==> src/hdl/lnc_pkg.sv <==
// ----------------------------------------------------------------------------
// lnc_pkg
// Shared types, sizes and helpers of the loop nesting op coalescer: token
// and operation codes, the result word and the batch handed to the queue.
// ----------------------------------------------------------------------------
`default_nettype none

package lnc_pkg;

   localparam int STACK_DEPTH = 64;
   localparam int MAX_BLOCKS  = 4096;
   localparam int RUN_WIDTH   = 16;

   // widths that follow from the sizes above
   localparam int BLOCK_W = $clog2(MAX_BLOCKS);
   localparam int NEXT_W  = $clog2(MAX_BLOCKS + 1);
   localparam int LEVEL_W = $clog2(STACK_DEPTH + 1);
   localparam int ADDR_W  = $clog2(STACK_DEPTH);

   // fixed widths of the result fields
   localparam int OUT_BLOCK_W  = 12;
   localparam int OUT_AMOUNT_W = 16;

   // results one item can cause, and the result queue
   localparam int MAX_RES     = 3;
   localparam int RES_CNT_W   = 2;
   localparam int FIFO_DEPTH  = 8;
   localparam int FIFO_AW     = 3;
   localparam int FIFO_CW     = 4;

   localparam logic [RUN_WIDTH-1:0] RUN_MAX = '1;

   typedef enum logic [3:0] {
      TOK_NONE    = 4'd0,
      TOK_PTR_INC = 4'd1,
      TOK_PTR_DEC = 4'd2,
      TOK_VAL_INC = 4'd3,
      TOK_VAL_DEC = 4'd4,
      TOK_WRITE   = 4'd5,
      TOK_READ    = 4'd6,
      TOK_OPEN    = 4'd7,
      TOK_CLOSE   = 4'd8
   } token_type;

   typedef enum logic [3:0] {
      OP_PTR_ADD  = 4'd0,
      OP_PTR_SUB  = 4'd1,
      OP_VAL_ADD  = 4'd2,
      OP_VAL_SUB  = 4'd3,
      OP_WRITE    = 4'd4,
      OP_READ     = 4'd5,
      OP_OPEN     = 4'd6,
      OP_CLOSE    = 4'd7,
      OP_ROOT_END = 4'd8
   } op_kind_type;

   typedef enum logic [2:0] {
      ERR_NONE       = 3'd0,
      ERR_NO_OPEN    = 3'd1,
      ERR_STACK_FULL = 3'd2,
      ERR_NO_IDS     = 3'd3,
      ERR_UNCLOSED   = 3'd4
   } err_type;

   typedef struct packed {
      logic       valid;
      logic [7:0] ch;
      logic       last;
   } item_type;

   typedef struct packed {
      op_kind_type             kind;
      logic [OUT_BLOCK_W-1:0]  home_blk;
      logic [OUT_AMOUNT_W-1:0] amount;
      logic [OUT_BLOCK_W-1:0]  target;
      err_type                 err;
      logic                    last;
   } result_type;

   typedef struct packed {
      logic [RES_CNT_W-1:0]     count;
      result_type [MAX_RES-1:0] slot;
   } batch_type;

   function automatic token_type token_code(input logic [7:0] ch);
      token_type t;
      case (ch)
         8'h3e:   t = TOK_PTR_INC;
         8'h3c:   t = TOK_PTR_DEC;
         8'h2b:   t = TOK_VAL_INC;
         8'h2d:   t = TOK_VAL_DEC;
         8'h2e:   t = TOK_WRITE;
         8'h2c:   t = TOK_READ;
         8'h5b:   t = TOK_OPEN;
         8'h5d:   t = TOK_CLOSE;
         default: t = TOK_NONE;
      endcase
      return t;
   endfunction

   function automatic logic is_run_tok(input token_type t);
      return (t == TOK_PTR_INC) || (t == TOK_PTR_DEC) ||
             (t == TOK_VAL_INC) || (t == TOK_VAL_DEC);
   endfunction

   function automatic op_kind_type run_op(input token_type t);
      op_kind_type k;
      case (t)
         TOK_PTR_INC: k = OP_PTR_ADD;
         TOK_PTR_DEC: k = OP_PTR_SUB;
         TOK_VAL_INC: k = OP_VAL_ADD;
         default:     k = OP_VAL_SUB;
      endcase
      return k;
   endfunction

   function automatic result_type mk_result(input op_kind_type         kind,
                                            input logic [BLOCK_W-1:0]   blk,
                                            input logic [RUN_WIDTH-1:0] amt,
                                            input logic [BLOCK_W-1:0]   tgt,
                                            input err_type              err);
      result_type r;
      r.kind     = kind;
      r.home_blk = OUT_BLOCK_W'(blk);
      r.amount   = OUT_AMOUNT_W'(amt);
      r.target   = OUT_BLOCK_W'(tgt);
      r.err      = err;
      r.last     = 1'b0;
      return r;
   endfunction

endpackage

`default_nettype wire

==> src/hdl/lnc_in_reg.sv <==
// ----------------------------------------------------------------------------
// lnc_in_reg
// Input register: holds one source character until the engine takes it.
// ----------------------------------------------------------------------------
`default_nettype none

module lnc_in_reg
   import lnc_pkg::*;
(
   input  wire logic       clock,
   input  wire logic       reset,
   input  wire logic       req_tvalid,
   output logic            req_tready,
   input  wire logic [7:0] req_tdata,   // [7:0] char_in
   input  wire logic       req_tlast,
   input  wire logic       take,
   output item_type        item
);

   logic       valid_ff, valid_in;
   logic [7:0] ch_ff;
   logic       last_ff;
   logic       load;

   assign req_tready = !valid_ff || take;
   assign load       = req_tvalid && req_tready;

   always_comb begin
      if (load) begin
         valid_in = 1'b1;
      end else if (take) begin
         valid_in = 1'b0;
      end else begin
         valid_in = valid_ff;
      end
   end

   always_ff @(posedge clock) begin
      if (reset) begin
         valid_ff <= 1'b0;
      end else begin
         valid_ff <= valid_in;
      end
   end

   always_ff @(posedge clock) begin
      if (load) begin
         ch_ff   <= req_tdata;
         last_ff <= req_tlast;
      end
   end

   assign item = '{valid: valid_ff, ch: ch_ff, last: last_ff};

endmodule

`default_nettype wire

==> src/hdl/lnc_engine.sv <==
// ----------------------------------------------------------------------------
// lnc_engine
// Translation step: run merging, bracket stack and block numbering. Emits a
// batch of up to three results per character into the result queue.
// ----------------------------------------------------------------------------
`default_nettype none

module lnc_engine
   import lnc_pkg::*;
(
   input  wire logic clock,
   input  wire logic reset,
   input  item_type  item,
   input  wire logic room,
   output logic      take,
   output batch_type batch
);

   token_type              prev_ff, prev_in;
   logic [RUN_WIDTH-1:0]   run_ff, run_in;
   logic [BLOCK_W-1:0]     cur_ff, cur_in;
   logic [NEXT_W-1:0]      next_ff, next_in;
   logic [LEVEL_W-1:0]     level_ff, level_in;
   logic [BLOCK_W-1:0]     top_ff, top_in;
   logic [BLOCK_W-1:0]     rd_ff;
   logic [LEVEL_W-1:0]     rd_lvl;
   logic [ADDR_W-1:0]      rd_addr;
   logic                   push;
   token_type              tok;

   // stack of enclosing blocks; the top entry is also kept in top_ff and
   // the one under it is prefetched into rd_ff
   logic [BLOCK_W-1:0] stack_mem [STACK_DEPTH];

   assign take = item.valid && room;
   assign tok  = token_code(item.ch);

   always_comb begin
      prev_in     = prev_ff;
      run_in      = run_ff;
      cur_in      = cur_ff;
      next_in     = next_ff;
      level_in    = level_ff;
      top_in      = top_ff;
      push        = 1'b0;
      batch       = '0;

      if (take) begin
         if (tok != TOK_NONE) begin
            if (is_run_tok(tok) && (tok == prev_ff)) begin
               if (run_ff == RUN_MAX) begin
                  // saturated run goes out, a fresh one starts
                  batch.slot[batch.count] = mk_result(run_op(tok), cur_ff, run_ff,
                                                      '0, ERR_NONE);
                  batch.count = batch.count + RES_CNT_W'(1);
                  run_in = RUN_WIDTH'(1);
               end else begin
                  run_in = run_ff + RUN_WIDTH'(1);
               end
            end else begin
               if (is_run_tok(prev_ff)) begin
                  batch.slot[batch.count] = mk_result(run_op(prev_ff), cur_ff, run_ff,
                                                      '0, ERR_NONE);
                  batch.count = batch.count + RES_CNT_W'(1);
               end
               run_in = RUN_WIDTH'(1);
               case (tok)
                  TOK_WRITE: begin
                     batch.slot[batch.count] = mk_result(OP_WRITE, cur_ff, '0, '0,
                                                         ERR_NONE);
                     batch.count = batch.count + RES_CNT_W'(1);
                  end
                  TOK_READ: begin
                     batch.slot[batch.count] = mk_result(OP_READ, cur_ff, '0, '0,
                                                         ERR_NONE);
                     batch.count = batch.count + RES_CNT_W'(1);
                  end
                  TOK_OPEN: begin
                     priority if (level_ff >= LEVEL_W'(STACK_DEPTH)) begin
                        batch.slot[batch.count] = mk_result(OP_OPEN, cur_ff, '0, '0,
                                                            ERR_STACK_FULL);
                     end else if (next_ff >= NEXT_W'(MAX_BLOCKS)) begin
                        batch.slot[batch.count] = mk_result(OP_OPEN, cur_ff, '0, '0,
                                                            ERR_NO_IDS);
                     end else begin
                        batch.slot[batch.count] = mk_result(OP_OPEN, cur_ff, '0,
                                                            next_ff[BLOCK_W-1:0],
                                                            ERR_NONE);
                        push     = 1'b1;
                        level_in = level_ff + LEVEL_W'(1);
                        cur_in   = next_ff[BLOCK_W-1:0];
                        next_in  = next_ff + NEXT_W'(1);
                        top_in   = cur_ff;
                     end
                     batch.count = batch.count + RES_CNT_W'(1);
                  end
                  TOK_CLOSE: begin
                     if (level_ff == '0) begin
                        batch.slot[batch.count] = mk_result(OP_CLOSE, cur_ff, '0, '0,
                                                            ERR_NO_OPEN);
                     end else begin
                        batch.slot[batch.count] = mk_result(OP_CLOSE, cur_ff, '0,
                                                            cur_ff, ERR_NONE);
                        level_in = level_ff - LEVEL_W'(1);
                        cur_in   = top_ff;
                        top_in   = rd_ff;
                     end
                     batch.count = batch.count + RES_CNT_W'(1);
                  end
                  default: begin
                  end
               endcase
            end
            prev_in = tok;
         end

         if (item.last) begin
            if (is_run_tok(prev_in)) begin
               batch.slot[batch.count] = mk_result(run_op(prev_in), cur_in, run_in,
                                                   '0, ERR_NONE);
               batch.count = batch.count + RES_CNT_W'(1);
            end
            batch.slot[batch.count] = mk_result(OP_ROOT_END, '0, '0, '0,
                                                (level_in != '0) ? ERR_UNCLOSED
                                                                 : ERR_NONE);
            batch.count = batch.count + RES_CNT_W'(1);
            prev_in  = TOK_NONE;
            run_in   = RUN_WIDTH'(1);
            cur_in   = '0;
            next_in  = NEXT_W'(1);
            level_in = '0;
         end

         if (batch.count != '0) begin
            batch.slot[batch.count - RES_CNT_W'(1)].last = 1'b1;
         end
      end
   end

   // entry under the new top, ready for the next close
   assign rd_lvl  = level_in - LEVEL_W'(2);
   assign rd_addr = rd_lvl[ADDR_W-1:0];

   always_ff @(posedge clock) begin
      if (reset) begin
         prev_ff  <= TOK_NONE;
         run_ff   <= RUN_WIDTH'(1);
         cur_ff   <= '0;
         next_ff  <= NEXT_W'(1);
         level_ff <= '0;
      end else begin
         prev_ff  <= prev_in;
         run_ff   <= run_in;
         cur_ff   <= cur_in;
         next_ff  <= next_in;
         level_ff <= level_in;
      end
   end

   always_ff @(posedge clock) begin
      top_ff <= top_in;
      rd_ff  <= stack_mem[rd_addr];
      if (push) begin
         stack_mem[level_ff[ADDR_W-1:0]] <= cur_ff;
      end
   end

endmodule

`default_nettype wire

==> src/hdl/lnc_out_fifo.sv <==
// ----------------------------------------------------------------------------
// lnc_out_fifo
// Result queue: takes a batch of up to three results per cycle and hands
// them out one word per cycle while ready is high.
// ----------------------------------------------------------------------------
`default_nettype none

module lnc_out_fifo
   import lnc_pkg::*;
(
   input  wire logic  clock,
   input  wire logic  reset,
   input  batch_type  batch,
   output logic       room,
   output logic       valid,
   input  wire logic  ready,
   output result_type head
);

   logic [FIFO_AW-1:0] wr_ptr_ff, wr_ptr_in;
   logic [FIFO_AW-1:0] rd_ptr_ff, rd_ptr_in;
   logic [FIFO_CW-1:0] count_ff, count_in;
   logic               pop;

   result_type queue [FIFO_DEPTH];

   assign valid = count_ff != '0;
   assign pop   = valid && ready;
   assign room  = count_ff <= FIFO_CW'(FIFO_DEPTH - MAX_RES);
   assign head  = queue[rd_ptr_ff];

   always_comb begin
      wr_ptr_in = wr_ptr_ff + FIFO_AW'(batch.count);
      rd_ptr_in = rd_ptr_ff + FIFO_AW'(pop);
      count_in  = count_ff + FIFO_CW'(batch.count) - FIFO_CW'(pop);
   end

   always_ff @(posedge clock) begin
      if (reset) begin
         wr_ptr_ff <= '0;
         rd_ptr_ff <= '0;
         count_ff  <= '0;
      end else begin
         wr_ptr_ff <= wr_ptr_in;
         rd_ptr_ff <= rd_ptr_in;
         count_ff  <= count_in;
      end
   end

   always_ff @(posedge clock) begin
      for (int i = 0; i < MAX_RES; i++) begin
         if (RES_CNT_W'(i) < batch.count) begin
            queue[wr_ptr_ff + FIFO_AW'(i)] <= batch.slot[i];
         end
      end
   end

endmodule

`default_nettype wire

==> src/hdl/loop_nesting_op_coalescer.sv <==
// ----------------------------------------------------------------------------
// loop_nesting_op_coalescer
// Run-length translator for the eight-token tape language: merges repeated
// pointer and value steps, numbers loop blocks with a bracket stack.
//
//   channel  dir  tdata                               tuser    tlast
//   req      in   char_in[7:0]                        -        end_of_source
//   rsp      out  home_blk, amount, target, error     op_kind  last_of_batch
//
// one character per cycle while each causes at most one word; characters
// that cause two or three words are absorbed by an 8-entry result queue
// that drains one word per cycle, so the sustained rate is set by the
// number of words produced on the rsp side
// reset clears all control state; the block stack memory and its top registers are not cleared
// a stalled rsp side fills the queue and then holds req_tready low
// ----------------------------------------------------------------------------
`default_nettype none

module loop_nesting_op_coalescer
   import lnc_pkg::*;
(
   input  wire logic        clock,
   input  wire logic        reset,
   input  wire logic        req_tvalid,
   output logic             req_tready,
   input  wire logic [7:0]  req_tdata,   // [7:0] char_in
   input  wire logic        req_tlast,
   output logic             rsp_tvalid,
   input  wire logic        rsp_tready,
   output logic [47:0]      rsp_tdata,   // [11:0] home_blk, [27:12] amount,
                                         // [39:28] target_block, [42:40] error_code
   output logic [3:0]       rsp_tuser,   // [3:0] op_kind
   output logic             rsp_tlast
);

   item_type   item;
   batch_type  batch;
   result_type head;
   logic       take;
   logic       room;

   lnc_in_reg u_in_reg (
      .clock      (clock),
      .reset      (reset),
      .req_tvalid (req_tvalid),
      .req_tready (req_tready),
      .req_tdata  (req_tdata),
      .req_tlast  (req_tlast),
      .take       (take),
      .item       (item)
   );

   lnc_engine u_engine (
      .clock (clock),
      .reset (reset),
      .item  (item),
      .room  (room),
      .take  (take),
      .batch (batch)
   );

   lnc_out_fifo u_out_fifo (
      .clock (clock),
      .reset (reset),
      .batch (batch),
      .room  (room),
      .valid (rsp_tvalid),
      .ready (rsp_tready),
      .head  (head)
   );

   assign rsp_tdata = {5'b0, head.err, head.target, head.amount, head.home_blk};
   assign rsp_tuser = head.kind;
   assign rsp_tlast = head.last;

endmodule

`default_nettype wire

==> config.mk <==
export PLATFORM = sky130hd
export DESIGN_NAME = loop_nesting_op_coalescer
export DESIGN_NICKNAME = d
export VERILOG_FILES = /design/src/hdl/lnc_pkg.sv /design/src/hdl/lnc_in_reg.sv /design/src/hdl/lnc_engine.sv /design/src/hdl/lnc_out_fifo.sv /design/src/hdl/loop_nesting_op_coalescer.sv
export SDC_FILE = /design/constraint.sdc
export NUM_CORES = 2
export LEC_CHECK = 0
export ABC_AREA = 1
export BUFFER_PORTS_ARGS = -buffer_cell sky130_fd_sc_hd__buf_4
export CAP_MARGIN = 25
export CELL_PAD_IN_SITES_DETAIL_PLACEMENT = 0
export CELL_PAD_IN_SITES_GLOBAL_PLACEMENT = 1
export CORE_MARGIN = 3
export CORE_UTILIZATION = 45
export DETAILED_ROUTE_END_ITERATION = 10
export GPL_TIMING_DRIVEN = 0
export PLACE_DENSITY_LB_ADDON = 0.1
export SETUP_SLACK_MARGIN = 0.02
export SLEW_MARGIN = 20
export SYNTH_ARGS = -nofsm -noshare
export SYNTH_HDL_FRONTEND = slang
export SYNTH_SLANG_ARGS = --single-unit
==> constraint.sdc <==
create_clock -name clock -period 5.3 [get_ports clock]
set_clock_uncertainty 0.1 [all_clocks]
set_input_delay 0.795 -clock clock [delete_from_list [all_inputs] [get_ports clock]]
set_output_delay 0.795 -clock clock [all_outputs]
set_load 0.01 [all_outputs]
======== Word level (Yosys, flattened, before mapping) ========
Memories as Yosys holds them, arrays and structs flattened. A register that Yosys moved wholly into a read port is not among the register bits.
Cells that the tools add are included.
operators by class
  add/sub/neg operators ................... 15
  order comparisons ....................... 14
  equality and inequality tests ........... 32
  multiplexer cells ....................... 104
  bitwise gates (word level) .............. 1
  reductions and logical operators ........ 30
operators with widths
  kind                                                 number
  bitwise mux 144 bit                                  10
  2-to-1 mux 146 bit                                   8
  case mux 146 bit (4 select lines)                    1
  2-to-1 mux 144 bit                                   4
  2-to-1 mux 48 bit                                    9
  demux 48 bit (select 2 bit)                          4
  2-to-1 mux 12 bit                                    10
  2-to-1 mux 96 bit                                    1
  2-to-1 mux 16 bit                                    5
  2-to-1 mux 13 bit                                    6
  2-to-1 mux 7 bit                                     8
  equality test 8 x 6 -> 1 bit, second input constant  6
  case mux 12 bit (2 select lines)                     2
  case mux 4 bit (8 select lines)                      1
  equality test 4 x 2 -> 1 bit, second input constant  6
  equality test 4 x 3 -> 1 bit, second input constant  6
  2-to-1 mux 4 bit                                     6
  2-to-1 mux 1 bit                                     19
  case mux 2 bit (3 select lines)                      3
  adder 16 x 1 -> 16 bit, second input constant        1
  equality test 16 bit, second input constant          1
  equality test 8 x 7 -> 1 bit, second input constant  2
  case mux 7 bit (2 select lines)                      1
  adder 13 x 1 -> 13 bit, second input constant        1
  34 further kinds                                     75
storage, ports and cells
  register bits after elaboration ......... 84
  bits in writable memories ............... 1,152
  output and inout port bits .............. 55
  word-level logic and storage cells ...... 210
  memories kept ........................... 2
memories
  memory              words  bits a word  rd ports  clocked after memory_dff  write ports  RTL line            source
  u_engine.stack_mem  64     12           1         1                         1            lnc_engine.sv:33    logic [BLOCK_W-1:0] stack_mem [STACK_DEPTH];
  u_out_fifo.queue    8      48           1         1                         3            lnc_out_fifo.sv:25  result_type queue [FIFO_DEPTH];

======== Depth between registers and ports, before layout ========
  word-level depth ........................ 47
  gate-level depth with buffers ........... 31

======== Cells and area by module ========
Synthesis repeated with hierarchy kept, for this count alone.
second synthesis, totals
  cells, all modules ...................... 7,753
  area, all modules ....................... 67,110.6 um2
modules (own cells, without submodules)
  module                     instances  cells an instance  area each (um2)  seq. area each (um2)
  lnc_engine                 1          4,112              40,545.1         24,703.7
  lnc_out_fifo               1          3,618              26,191.4         11,731.3
  lnc_in_reg                 1          17                 332.8            290.3
  loop_nesting_op_coalescer  1          6                  41.3             0.0

======== Worst setup path before layout ========
Ideal clock, no wire load.
  path type ............................... flip-flop to flip-flop
  start ................................... reg u_in_reg.ch_ff[1]
  end ..................................... mem u_out_fifo.queue[0][0] (netlist bit), enable pin
  setup time .............................. 707 ps
  arrival time ............................ 4,417 ps
  slack ................................... 76 ps
  cell stages (with the launch flop) ...... 24
  buffers on the path ..................... 2
  clock period less this slack ............ 5,224 ps
  cell sequence ........................... edfxtp_1 -> inv_2 -> nand2_1 -> nor2_1 -> nand2_4 -> xor2_1 -> nand2_1 -> nor2_1 -> nand4_4 -> nand3_2 -> ha_1 -> o21ai_0 -> inv_1 -> ha_1 -> nand2_1 -> o21ai_2 -> inv_2 -> nor2_2 -> nand2_1 -> nor2_1 -> inv_2 -> clkbuf_1 -> buf_2 -> nand3_1
RTL lines
  what                    RTL line            source
  from (decl)             lnc_in_reg.sv:21    logic [7:0] ch_ff;
  from (signal assigned)  lnc_in_reg.sv:48    ch_ff <= req_tdata;
  to (decl)               lnc_out_fifo.sv:25

======== Worst setup path in the final report ========
  start ................................... reg u_engine.level_ff[1]
  end ..................................... reg u_engine.rd_ff[5], read port of u_engine.stack_mem
between the ends
  longest elaborated chain between the ends .. 10
RTL lines
  what                             RTL line           source
  from (decl)                      lnc_engine.sv:23   logic [LEVEL_W-1:0] level_ff, level_in;
  from (signal assigned)           lnc_engine.sv:156  level_ff <= level_in;
  adder 7 x 1 -> 7 bit             lnc_engine.sv:90   level_in = level_ff + LEVEL_W'(1);
  2-to-1 mux 7 bit                 lnc_engine.sv:82   end else if (next_ff >= NEXT_W'(MAX_BLOCKS)) begin
  2-to-1 mux 7 bit                 lnc_engine.sv:79   priority if (level_ff >= LEVEL_W'(STACK_DEPTH)) begin
  case mux 7 bit (2 select lines)  lnc_engine.sv:67   case (tok)
  2-to-1 mux 7 bit                 lnc_engine.sv:50   if (is_run_tok(tok) && (tok == prev_ff)) begin
  2-to-1 mux 7 bit                 lnc_engine.sv:49   if (tok != TOK_NONE) begin
  2-to-1 mux 7 bit                 lnc_engine.sv:48   if (take) begin
  2-to-1 mux 7 bit                 lnc_engine.sv:117  if (item.last) begin
  2-to-1 mux 7 bit *               lnc_engine.sv:48
  subtractor 6 x 2 -> 6 bit *      lnc_engine.sv:141  assign rd_lvl = level_in - LEVEL_W'(2);
  to (decl)                        lnc_engine.sv:25   logic [BLOCK_W-1:0] rd_ff;
Mark *: on every way between the ends. The rest lies on a longest branch, timed or not. The select of a mux whose other input is x is not followed.
A chain may end at the register's enable or synchronous reset.

==> out/qor.yml <==
min_path_cells: 1
via_count: 48750
path_buf_inv: 8
avgSynthCellArea_um2: 9.410
finalSetupViolations: 0
post-place-cells: 8344
dr.pass1.iters: 6
syn_inst: 6465
drc: 0
wl_per_cell_um: 26.85
via_per_inst: 5.665
synthesis.area_um2: 60840
rr_startpoint: "u_engine.level_ff[1]"
crit_path_end_kind: "flop"
initialDrtViolationCount: 5678
ys_types: 58
grt-ovfl-total: 0
cp.depth: 22
synth-warning-count: 0
final_cell_mix: "nand2_1, edfxtp_1, nand3_1"
clkTransAtPathRegs_ns: 0.06
fp.dieW_um: 373.7
status: "finished clean"
cts_tree: "done"
wl_mm: 231.0
rsz0062_at_grt: "true"
grt_start_max_net_pins: 56
hold_buffers: 0
holdWs_ns: 0.08341
area_delta_synth_final_pct: 13.99
ys_dominant_reg_cell: "edfxtp_1"
final_cells: 8606
port_buffers: 61
regToRegEndpoint: "u_engine.rd_ff[5]"
pin_count: 68
cts-root-buf: "clkbuf_16"
crit_arrival_ns: 5.73
total_power_mw: 23.41
crit_type: "flop to flop"
grt_antenna_before_repair: 2
slowest_delay_ns: 0.55
ant_nets: 0
path_max_fanout: 19
fin_util: 0.5183
final_nets: 6762
drive_above_1_share: 0.1106
core_area_um2: 133800
mostFrequentLayoutCell: "nand2_1"
synth-seq-cells: 1248
synth_seq_area_share: 0.6037
clkLatencyLatePin_ns: 0.79
leakagePower_nw: 26.49
rows: 134
path_cells: "clkbuf_2 -> inv_1 -> ha_1 -> nand2_1 -> nor2_1 -> nor2_4 -> inv_2 -> nand2_1 -> o21ai_1 -> nand2_1 -> nand2_4 -> inv_2 -> buf_6 -> ha_2 -> clkinv_1 -> clkbuf_4 -> clkbuf_2 -> nand3_1 -> nand3_1 -> nand3_1 -> nand3_1 -> nand2_1"
htreeDepth: 4
period_needed_ns: 5.141
period_share: 0.9700
cts_buffers: 142
holdPathEnd: "u_in_reg.ch_ff[1]"
drv_cap: 0
place_ws_ns: -1.656
hold_start: "req_tdata[1]"
clk_path_buf_depth: 3
gp_congestion: 1.031
synthArstFlopShare: 0
finalHoldViolCount: 0
required_ns: 5.89
dpl.hpwl_mm: 169.7
finalMaxSlewViolations: 0
critPathTopFamily: "simple AND/OR/NAND/NOR gates"
power_density_nw_per_um2: 337.6
fin_ws_ns: 0.1590
fp.dieH_um: 373.7
hold_path_class: "input port to flop"
cts.sinks: 1248
max_freq_mhz: 194.5
grt_pass1_wl_mm: 328.4
dieArea_um2: 139600
reg2regPathDepth: 22
grtUsageTotal: 0.3246
vdd_drop_max_v: 0.0003864
start_util: 0.4547
synth_edf_count: 1173
slew_headroom: 0.2242
worst_slew_pin_slew_ns: 1.164
cp_slowest_cell: "ha_2"
first_global_vias: 46220
cp-start-kind: "flop"
reg2reg_setup_slack_ns: 0.16
-- how the worst max path moves through the flow --
stage	slack (ns)	endpoint	start
after detailed placement	-1.66	u_engine.rd_ff[1]	u_engine.level_ff[0]
after floorplan	0.08	u_out_fifo.queue[0][0]	u_in_reg.ch_ff[1]
final	0.16	u_engine.rd_ff[5]	u_engine.level_ff[1]
after CTS	0.03	u_out_fifo.queue[7][9]	u_engine.run_ff[0]
after global placement	-2.88	u_out_fifo.queue[1][12]	u_engine.run_ff[0]
after global routing	-0.07	u_out_fifo.queue[0][43]	u_in_reg.ch_ff[1]
-- sequential cells by signal, indices dropped and copies added, names as in the netlist, 3 cells and up --
name,count
u_engine.top_ff,12
u_engine.stack_mem,768
u_out_fifo.wr_ptr_ff,3
u_engine.run_ff,16
u_engine.next_ff,13
u_out_fifo.queue,384
u_out_fifo.rd_ptr_ff,3
u_out_fifo.count_ff,4
u_engine.prev_ff,4
u_engine.rd_ff,12
u_in_reg.ch_ff,8
u_engine.cur_ff,12
u_engine.level_ff,7
-- power by group --
part           switching, mW  leakage, nW  total, mW  internal (mW)
Clock                   4.18         2.21       9.79           5.61
Sequential            0.0377         11.2       10.7           10.7
Combinational           2.08         13.1       2.87          0.787
Total                   6.30         26.5       23.4           17.1
-- Yosys cell counts (51+ instances only) --
cell type / n / area share
a21oi_1: 200 / 0.016
buf_2: 153 / 0.013
clkbuf_1: 185 / 0.011
dfxtp_1: 75 / 0.025
edfxtp_1: 1173 / 0.58
inv_1: 472 / 0.029
mux2i_1: 64 / 0.011
nand2_1: 1807 / 0.11
nand3_1: 748 / 0.062
nor2_1: 552 / 0.034
o211ai_1: 152 / 0.019
o21ai_0: 379 / 0.031
o21ai_1: 51 / 0.0042
o22ai_1: 58 / 0.0060
-- per-stage QoR --
step | TNS, ns | cell area, um2
2_1_floorplan | 0 | 60850
3_3_place_gp | -859.48 | 63520
3_5_place_dp | -82.86 | 64530
4_1_cts | 0 | 69130
5_1_grt | -2.051 | 69340
6_report | 0 | 69340
-- cell families after synthesis --
group	synth area share
xor+xnor	0.002591
other cells	0.00006164
flops	0.6037
buf+inv	0.06361
simple gates	0.2259
mux	0.01053
fa+ha+maj	0.005594
compound gates	0.08803
-- final cells by class --
class	instances	area, um2
plain buffers	412	1997
repair buffers	116	1250
multi-input cells	4296	20640
inverters	507	1907
fillers	12350	64450
diodes	1	2.502
well taps	1768	2212
clock buffers	177	3757
flip-flops and latches	1248	36770
clock inverters	81	803.3
-- layer usage --
layer  vias up  share of wire  global-route usage
met1     23190           0.39              0.4141
met4         0          0.064              0.1800
met3       550          0.075             0.04287
met5         -              0                   0
li1      22640              -                   -
met2      2376           0.47              0.5364
-- repair_timing --
| item | 4_1_cts | 5_1_grt |
|---|---|---|
| resized for setup | 26 | 60 |
| pin swaps | 3 | 3 |
| gates cloned | 1 | 3 |
| buffers inserted | 1 | 3 |
| endpoints found under the hold margin | 0 | 0 |
| setup endpoints to repair | 285 | 535 |
(Power assumes the default switching activity.)
